`config.mk`:
```
export PLATFORM = sky130hd
export DESIGN_NAME = qte_fifo
export DESIGN_NICKNAME = d
export VERILOG_FILES = /design/src/rtl/qte_pkg.sv /design/src/rtl/qte_fifo.sv
export SDC_FILE = /design/constraint.sdc
export NUM_CORES = 1
export LEC_CHECK = 0
export ABC_AREA = 1
export BUFFER_PORTS_ARGS = -buffer_cell sky130_fd_sc_hd__buf_2
export CORE_MARGIN = 1.5
export CORE_UTILIZATION = 53
export CTS_BUF_LIST = sky130_fd_sc_hd__clkbuf_16
export CTS_CLUSTER_SIZE = 16
export DETAILED_ROUTE_END_ITERATION = 8
export GPL_TIMING_DRIVEN = 0
export HOLD_SLACK_MARGIN = 0.02
export PLACE_DENSITY = 0.77
export SKIP_CTS_REPAIR_TIMING = 1
export SLEW_MARGIN = 10
export SYNTH_ARGS = -nofsm -noshare
export SYNTH_HDL_FRONTEND = slang
export SYNTH_SLANG_ARGS = --single-unit
export TNS_END_PERCENT = 5
```
`constraint.sdc`:
```
create_clock -name clk -period 12.6 [get_ports clk]
set_input_delay 0.63 -clock clk [delete_from_list [all_inputs] [get_ports clk]]
set_output_delay 0.63 -clock clk [all_outputs]
set_load 0.01 [all_outputs]
```
`src/rtl/qte_pkg.sv`:
```
// Shared types, constants and arithmetic helpers for the quaternion to Euler block.
// No dependencies; every RTL file imports this package.
`timescale 1ns / 1ps

package qte_pkg;

    localparam int CORDIC_STAGES = 16;
    localparam int TAB_LEN       = 24;

    // Widths of the fixed-point terms
    localparam int SW = 34;   // numerators, 2 * (sum of two products)
    localparam int DW = 33;   // denominators, sum of four squares
    localparam int VW = 37;   // CORDIC vector, covers gain and pre-rotation
    localparam int AW = 31;   // angle accumulator, 2^-20 degree
    localparam int RW = 61;   // square root radicand, up to 2^60
    localparam int QW = 31;   // square root result, one bit per stage
    localparam int OW = 16;   // rounded angle before narrowing

    localparam logic signed [AW-1:0] DEG90  = AW'(94371840);
    localparam logic signed [AW-1:0] DEG180 = AW'(188743680);
    localparam int LIM_X  = 11520;
    localparam int LIM_YZ = 23040;
    localparam logic signed [SW-1:0] ONE30 = SW'(64'sd1073741824);

    typedef struct packed {
        logic signed [SW-1:0] s;
        logic                 clamp_pos;
        logic                 clamp_neg;
        logic signed [SW-1:0] yn;
        logic signed [DW-1:0] yd;
        logic signed [SW-1:0] zn;
        logic signed [DW-1:0] zd;
    } front_t;

    typedef struct packed {
        logic full;
        logic empty;
    } fifo_stat_t;

    typedef struct packed {
        logic [RW-1:0] rem;
        logic [QW-1:0] root;
        front_t        f;
    } sqrt_t;

    typedef struct packed {
        logic signed [VW-1:0] x;
        logic signed [VW-1:0] y;
        logic signed [AW-1:0] acc;
        logic                 byp;
    } lane_t;

    typedef struct packed {
        lane_t ax;
        lane_t ay;
        lane_t az;
        logic  clamp_pos;
        logic  clamp_neg;
    } cordic_t;

    // atan(2^-i) in degrees, scaled by 2^20
    function automatic logic signed [AW-1:0] atan_tab(input int i);
        logic signed [AW-1:0] v;
        case (i)
            0:  v = AW'(47185920);
            1:  v = AW'(27855475);
            2:  v = AW'(14718068);
            3:  v = AW'(7471121);
            4:  v = AW'(3750058);
            5:  v = AW'(1876857);
            6:  v = AW'(938658);
            7:  v = AW'(469357);
            8:  v = AW'(234682);
            9:  v = AW'(117342);
            10: v = AW'(58671);
            11: v = AW'(29335);
            12: v = AW'(14668);
            13: v = AW'(7334);
            14: v = AW'(3667);
            15: v = AW'(1833);
            16: v = AW'(917);
            17: v = AW'(458);
            18: v = AW'(229);
            19: v = AW'(115);
            20: v = AW'(57);
            21: v = AW'(29);
            22: v = AW'(14);
            23: v = AW'(7);
            default: v = '0;
        endcase
        return v;
    endfunction

    // Set up one arctangent: settle the axis cases, turn the left half plane right
    function automatic lane_t lane_init(input logic signed [VW-1:0] yi,
                                        input logic signed [VW-1:0] xi);
        lane_t l;
        l.x   = xi;
        l.y   = yi;
        l.acc = '0;
        l.byp = 1'b0;
        if (yi == '0) begin
            l.byp = 1'b1;
            l.acc = (xi < 0) ? DEG180 : '0;
        end else if (xi == '0) begin
            l.byp = 1'b1;
            l.acc = (yi > 0) ? DEG90 : -DEG90;
        end else if (xi < 0) begin
            if (yi > 0) begin
                l.x   = yi;
                l.y   = -xi;
                l.acc = DEG90;
            end else begin
                l.x   = -yi;
                l.y   = xi;
                l.acc = -DEG90;
            end
        end
        return l;
    endfunction

    // One vectoring micro-rotation
    function automatic lane_t lane_step(input lane_t l, input int i);
        lane_t                r;
        logic signed [VW-1:0] lx;
        logic signed [VW-1:0] ly;
        logic signed [VW-1:0] dx;
        logic signed [VW-1:0] dy;
        r  = l;
        lx = l.x;
        ly = l.y;
        dx = ly >>> i;
        dy = lx >>> i;
        if (!l.byp) begin
            if (ly > 0) begin
                r.x   = lx + dx;
                r.y   = ly - dy;
                r.acc = l.acc + atan_tab(i);
            end else begin
                r.x   = lx - dx;
                r.y   = ly + dy;
                r.acc = l.acc - atan_tab(i);
            end
        end
        return r;
    endfunction

    // Round to 1/128 degree, half up, and saturate
    function automatic logic signed [OW-1:0] to_out(input logic signed [AW-1:0] a,
                                                    input int lim);
        logic signed [AW:0] t;
        logic signed [AW:0] r;
        t = (AW+1)'(a) + (AW+1)'(4096);
        r = t >>> 13;
        if (r > (AW+1)'(lim))
            r = (AW+1)'(lim);
        if (r < -(AW+1)'(lim))
            r = -(AW+1)'(lim);
        return OW'(r);
    endfunction

endpackage

```
`src/rtl/qte_fifo.sv`:
```
// Four-entry queue between the front end and the CORDIC back end.
// Uses qte_pkg for the entry type and status struct.
`timescale 1ns / 1ps

module qte_fifo
    import qte_pkg::*;
(
    input  logic       clk,
    input  logic       rst_n,
    input  logic       push,
    input  front_t     push_data,
    input  logic       pop,
    output front_t     pop_data,
    output fifo_stat_t stat
);

    logic [1:0] wr_ptr_reg, wr_ptr_next;
    logic [1:0] rd_ptr_reg, rd_ptr_next;
    logic [2:0] cnt_reg, cnt_next;
    front_t     mem_reg [0:3];

    assign stat.full  = (cnt_reg == 3'd4);
    assign stat.empty = (cnt_reg == 3'd0);
    assign pop_data   = mem_reg[rd_ptr_reg];

    // Advance pointers and count
    always_comb
    begin
        wr_ptr_next = wr_ptr_reg + 2'(push);
        rd_ptr_next = rd_ptr_reg + 2'(pop);
        cnt_next    = cnt_reg + 3'(push) - 3'(pop);
    end

    always_ff @(posedge clk or negedge rst_n)
    begin
        if (!rst_n)
        begin
            wr_ptr_reg <= '0;
            rd_ptr_reg <= '0;
            cnt_reg    <= '0;
        end
        else
        begin
            wr_ptr_reg <= wr_ptr_next;
            rd_ptr_reg <= rd_ptr_next;
            cnt_reg    <= cnt_next;
        end
    end

    always_ff @(posedge clk)
    begin
        if (push)
            mem_reg[wr_ptr_reg] <= push_data;
    end

endmodule

```
==> reports/results.ini, run 1 <==
[synth]
yosysSeqAreaShare=0.711
synth_commonest_cells=nand2_1 (855), inv_1 (689), edfxtp_1 (680), nand3_1 (341), buf_2 (57)
synth_edf_count=680
synth.distinct_cells=15
async_reset_ff_frac=0.0102
synth_ff_type=edfxtp_1
ys_ff_latch=687
yosysWarnings=0
synth_top_area_cell=edfxtp_1
synth_area_um2=29000
synthesis.nets=2878
synthTopCellsByArea=edfxtp_1 (71%), nand2_1 (11%), inv_1 (8.9%)
yosysMostFrequentCell=nand2_1
postSynthAreaPerCell_um2=10.7
netlist_instances=2699
synth_top_area_frac=0.705

[floorplan]
io-pin-count=346
start_util=0.537
die_w_um=237
die_y_um=237
coreArea_um2=53900
dieArea_um2=56000
rows=85

[power_and_ir_drop]
p_int_mw=5.19
swShare=0.373
leakage_nw=16.4
p_comb_frac=0.385
power_frac_seq=0.372
powerDensity_nw_per_um2=239
p_switching_mw=3.09
pwr-share-clk=0.243
vdd_ir_drop_max_v=0.000164

[setup_path]
crit_type=reg -> out
cp_data_required_time_ns=11.97
slowest_stage=dfrtp_1
cp-start-kind=register
setup.worst_path.end_class=output port
max_stage_delay_ns=0.36
critical_path_arrival_ns=2.41
path_cells=buf_4, inv_4, buf_4, buf_2, nand3_1, nand2_1, buf_2
path_max_fanout=10
r2r_slack_ns=9.66

[placement]
dp_hpwl_um=47100
gp_congestion=0.805
placed_cell_area_um2=32400
numPortBuffers=345

[final_layout]
final_design_area_no_fill_um2=34600
largest_register_ffs=680
layout-drive-gt1-share=0.194
area_delta_synth_final_pct=19.6
nets=3383

[timing]
min_period_ns=3.04
setup_viol=0
maxSlewHeadroom=0.403
worst_pin_slew_ns=0.890
period_share=0.241
hold_viol_final=0
finalSetupTns_ns=0
rsz0062_at_grt=no
finalClockSkew_ns=0.0123
drv_slew=0
timing.fmax_mhz=329

[grt]
grt_use_total=0.253
grt_pass1_vias=19200
grt_pass1_wl_um=107000
grt_max_degree=15
antenna_found_initial=21
grt_overflow=0

[status]
outcome=completed

[clocking]
clk_pin_slew_worst_paths_ns=0.06
cts_buffers=70
cts-root-buf=clkbuf_16
cts.sinks=687
cts_htree_levels=3
cts_tree=built
clock_path_buffers=3
worstSkewPairLatency_ns=0.61

[routing]
vias=19700
drt-total-wl_um=70300
dr.pass1.iters=5
wl_per_cell_um=17.7
drt-vias-per-instance=4.96
drt-initial-drc-count=1406
drc_errors=0
postRouteAntennaNets=0

[job]
max_cap_viol_count=0

[min_path]
hp-class=in -> reg

## routing by layer
metal	track usage	part of all wire	up-vias	wire, um
li1	-	-	9459	-
met1	0.305	0.37	9239	26100
met2	0.434	0.50	810	35400
met3	0.0748	0.097	153	6850
met4	0.0822	0.027	22	1870
met5	0	0.0021	-	147
## layout make-up
cell class	count	area, um2
plain buffers	112	724
flip-flops and latches	687	20600
diodes	18	45.0
repair buffers	433	2530
fillers	3921	19300
clock inverters	52	414
well taps	696	871
multi-input cells	1209	5050
clock buffers	72	1800
inverters	691	2600
## worst max-delay path, delay by kind of cell, from the launching register on
| kind | cells | cell delay [ns] |
|---|---|---|
| AND/OR/NAND/NOR | 2 | 0.20 |
| flip-flops | 1 | 0.36 |
| buffers and inverters | 5 | 1.24 |
## worst paths after layout
kind                          startpoint             end  cells after the start
max reg2reg                wr_ptr_reg[0]  mem_reg[1][81]                      9
min reg2reg                rd_ptr_reg[0]   rd_ptr_reg[0]                      1
max                        rd_ptr_reg[1]   pop_data[154]                      7
min in group asynchronous          rst_n      cnt_reg[0]                      2
max in group asynchronous          rst_n      cnt_reg[2]                      2
min                        push_data[49]  mem_reg[2][49]                      1
## power groups by stage
stage	registers, mW	clock network, mW	logic, mW
after floorplan	3.30	0	1.79
after global placement	3.48	0	2.97
after detailed placement	3.12	0	3.17
after CTS	3.08	2.04	3.20
after global routing	3.11	2.13	3.48
final	3.08	2.01	3.19
## kinds of logic after synthesis
kind of cell  count (synthesis)  synth area share
xor+xnor                      2          0.000605
fa+ha+maj                     5           0.00242
buf+inv                     803             0.115
flops                       687             0.711
simple gates               1202             0.171
## cells in the final DEF, fill, tap and decap left out
master and n:
nor3_2 4, buf_2 402, clkinv_2 10, inv_1 702, bufinv_16 6, fa_1 1
nor3_1 2, buf_6 57, nand2_1 855, clkinv_8 1, dlygate4sd3_1 1, buf_8 2
clkinvlp_4 3, nand3_1 341, inv_6 4, clkinv_1 14, clkbuf_1 13, ha_1 4
buf_4 67, buf_1 3, diode_2 18, clkbuf_16 72, xor2_1 2, dfrtp_1 7
clkinv_4 1, inv_4 2, edfxtp_1 680
## stage by stage
stage	std cells	hold WS [ns]	setup WS, ns	util	power, mW
floorplan	2699	0.334	-0.439	-	5.09
global route	3958	0.204	9.44	0.642	8.72
global placement	3740	0.471	-10.07	0.585	6.44
CTS	3951	-0.165	9.48	0.641	8.32
finish	3970	0.234	9.56	0.642	8.28
detailed placement	3827	0.479	9.38	0.600	6.30
Note: power is estimated with default switching activity, not from simulation.
==> run 2, diff against run 1 <==
Settings changed: ABC_AREA 1 to 0, PLACE_DENSITY 0.77 to 0.75.
Clock period 12.6 ns to 3 ns, I/O delays scaled along.
==> reports/results.ini, run 2 <==
[grt]
top_usage_layer=met2  ; unchanged
grt_pass1_vias=11800  ; was 19200
grt_use_total=0.205  ; was 0.253
met3_usage=0.0712  ; was 0.0748
grt_pass1_wl_um=72000  ; was 107000 um
grt_max_degree=46  ; was 15
use_met1=0.272  ; was 0.305
antenna_found_initial=5  ; was 21
grt_use_met2=0.322  ; was 0.434
grt_overflow=0  ; unchanged

[floorplan]
coreArea_um2=46500  ; was 53900 um2
rows=79  ; was 85
io-pin-count=346  ; unchanged
die_y_um=220  ; was 237 um
start_util=0.535  ; was 0.537
die_w_um=220  ; was 237 um
dieArea_um2=48200  ; was 56000 um2

[setup_path]
cp_data_required_time_ns=2.85  ; was 11.97 ns
path_buf_inv=4  ; was 5
setup.worst_path.end_class=output port  ; unchanged
cp_top_family=buffers and inverters  ; unchanged
cpMostUsedCell=buf_2
crit_type=reg -> out  ; unchanged
path_cells=buf_2, buf_2, buf_2, mux4_2, buf_2  ; was buf_4, inv_4, buf_4, buf_2, nand3_1, nand2_1, buf_2
critical_path_arrival_ns=2.45  ; was 2.41 ns
path_max_fanout=10  ; unchanged
max_stage_delay_ns=0.38  ; was 0.36 ns
slowest_stage=buf_2  ; was dfrtp_1
cp-start-kind=register  ; unchanged

[final_layout]
layout_common_cells=edfxtp_1 (680), buf_2 (363), dlygate4sd3_1 (174)  ; was nand2_1 (855), inv_1 (702), edfxtp_1 (680)
final_common_cell=edfxtp_1  ; was nand2_1
largest_register_ffs=680  ; unchanged
area_delta_synth_final_pct=27.6  ; was 19.6%
num-fill-cells=2803  ; was 3921
postLayoutCoreUtil=0.683  ; was 0.642
nets=1707  ; was 3383
layout-drive-gt1-share=0.420  ; was 0.194

[min_path]
hp-class=in -> reg  ; unchanged

[timing]
drv_slew=0  ; unchanged
maxSlewHeadroom=0.465  ; was 0.403
timing.fmax_mhz=385
hold_viol_final=0  ; unchanged
min_period_ns=2.60
hold_slack_ns=0.315  ; was 0.234 ns
worst_pin_slew_ns=0.802  ; was 0.890 ns
finalClockSkew_ns=0.0121  ; was 0.0123 ns
period_share=0.866
setup_viol=0  ; unchanged
rsz0062_at_grt=no  ; unchanged

[synth]
synth_commonest_cells=edfxtp_1 (680), mux4_2 (170), buf_2 (18), buf_6 (12), dfrtp_1 (7)  ; was nand2_1 (855), inv_1 (689), edfxtp_1 (680), nand3_1 (341), buf_2 (57)
synthTopCellsByArea=edfxtp_1 (82%), mux4_2 (15%), dfrtp_1 (0.70%)  ; was edfxtp_1 (71%), nand2_1 (11%), inv_1 (8.9%)
ys_ff_latch=687  ; unchanged
synth_area_um2=24900  ; was 29000 um2
yosysMostFrequentCell=edfxtp_1  ; was nand2_1
yosysWarnings=0  ; unchanged
synth_edf_count=680  ; unchanged
async_reset_ff_frac=0.0102  ; unchanged
netlist_instances=913  ; was 2699
postSynthAreaPerCell_um2=27.2  ; was 10.7 um2
synthesis.nets=1092  ; was 2878
synth_top_area_cell=edfxtp_1  ; unchanged
synth.distinct_cells=17  ; was 15
yosysSeqAreaShare=0.829  ; was 0.711
synth_top_area_frac=0.822  ; was 0.705
synth_ff_type=edfxtp_1  ; unchanged

[clocking]
cts_tree=built  ; unchanged
clock_path_buffers=3  ; unchanged
cts.sinks=687  ; unchanged
cts_htree_levels=3  ; unchanged
cts-root-buf=clkbuf_16  ; unchanged
worstSkewPairLatency_ns=0.58  ; was 0.61 ns
clk_pin_slew_worst_paths_ns=0.06  ; about the same
cts_buffers=67  ; was 70

[routing]
drc_errors=0  ; unchanged
drt-total-wl_um=51200  ; was 70300 um
vias=12000  ; was 19700
drt-initial-drc-count=953  ; was 1406
postRouteAntennaNets=0  ; unchanged
wl_per_cell_um=23.4  ; was 17.7 um
drt-vias-per-instance=5.49  ; was 4.96
dr.pass1.iters=5  ; unchanged

[placement]
numPortBuffers=345  ; unchanged
dp_hpwl_um=31200  ; was 47100 um
gp_congestion=0.718  ; was 0.805

[power_and_ir_drop]
vdd_ir_drop_max_v=0.000709  ; was 0.000164 V
powerDensity_nw_per_um2=951  ; was 239 nW/um2
leakage_nw=11.1  ; was 16.4 nW

[job]
max_cap_viol_count=0  ; unchanged

[status]
outcome=completed  ; unchanged

## run 2: through the flow
stage	instance area [um2]	std cells	setup slack [ns]	TNS [ns]	total power, mW
detailed placement	27900	1892	0.866	0	22.3
global placement	27400	1865	-5.61	-3565.19	21.6
global route	31700	2183	0.249	0	31.5
floorplan	24900	913	-2.21	-1382.56	18.8
finish	31700	2184	0.402	0	30.1
CTS	30000	2007	0.283	0	30.3
## run 2: layout make-up
class | instances | area [um2] | share of cell area
antenna | 3 | 7.51 | 0.000237
buffer | 38 | 263 | 0.00828
clock buffer | 71 | 1780 | 0.0560
clock inverter | 44 | 290 | 0.00915
inverter | 4 | 15.0 | 0.000473
multi-input combinational | 184 | 4010 | 0.126
sequential | 687 | 20600 | 0.649
tap | 607 | 759 | 0.0239
timing repair buffer | 546 | 4000 | 0.126
## run 2: routing by layer
layer | routed length [um] | vias up | share of wire
li1 | - | 5238 | -
met1 | 20200 | 6229 | 0.39
met2 | 25500 | 440 | 0.50
met3 | 4370 | 80 | 0.085
met4 | 1060 | 6 | 0.021
met5 | 37 | - | 0.00072
## run 2: final timing paths
| check | cells after the start | slack (ns) | startpoint | endpoint |
|---|---|---|---|---|
| max reg2reg | 3 | 0.89 | wr_ptr_reg[1] | mem_reg[1][63] |
| max | 5 | 0.40 | rd_ptr_reg[1] | pop_data[97] |
| max in group asynchronous | 3 | 2.21 | rst_n | cnt_reg[1] |
| min reg2reg | 1 | 0.53 | rd_ptr_reg[0] | rd_ptr_reg[0] |
| min in group asynchronous | 3 | 0.55 | rst_n | cnt_reg[0] |
| min | 2 | 0.32 | push_data[69] | mem_reg[3][69] |
## run 2: kinds of logic after synthesis
group	synth area share
adders and majority gates	0.00282
buffers and inverters	0.0112
and+or+nand+nor	0.00176
xor gates and xnor gates	0.00161
muxes	0.154
DFF	0.829
## run 2: report_power, final
group	internal (mW)	total, mW	switching (mW)
Combinational	4.30	9.27	4.97
Clock	4.59	7.91	3.32
Sequential	12.6	13.0	0.410
Total	21.5	30.1	8.69
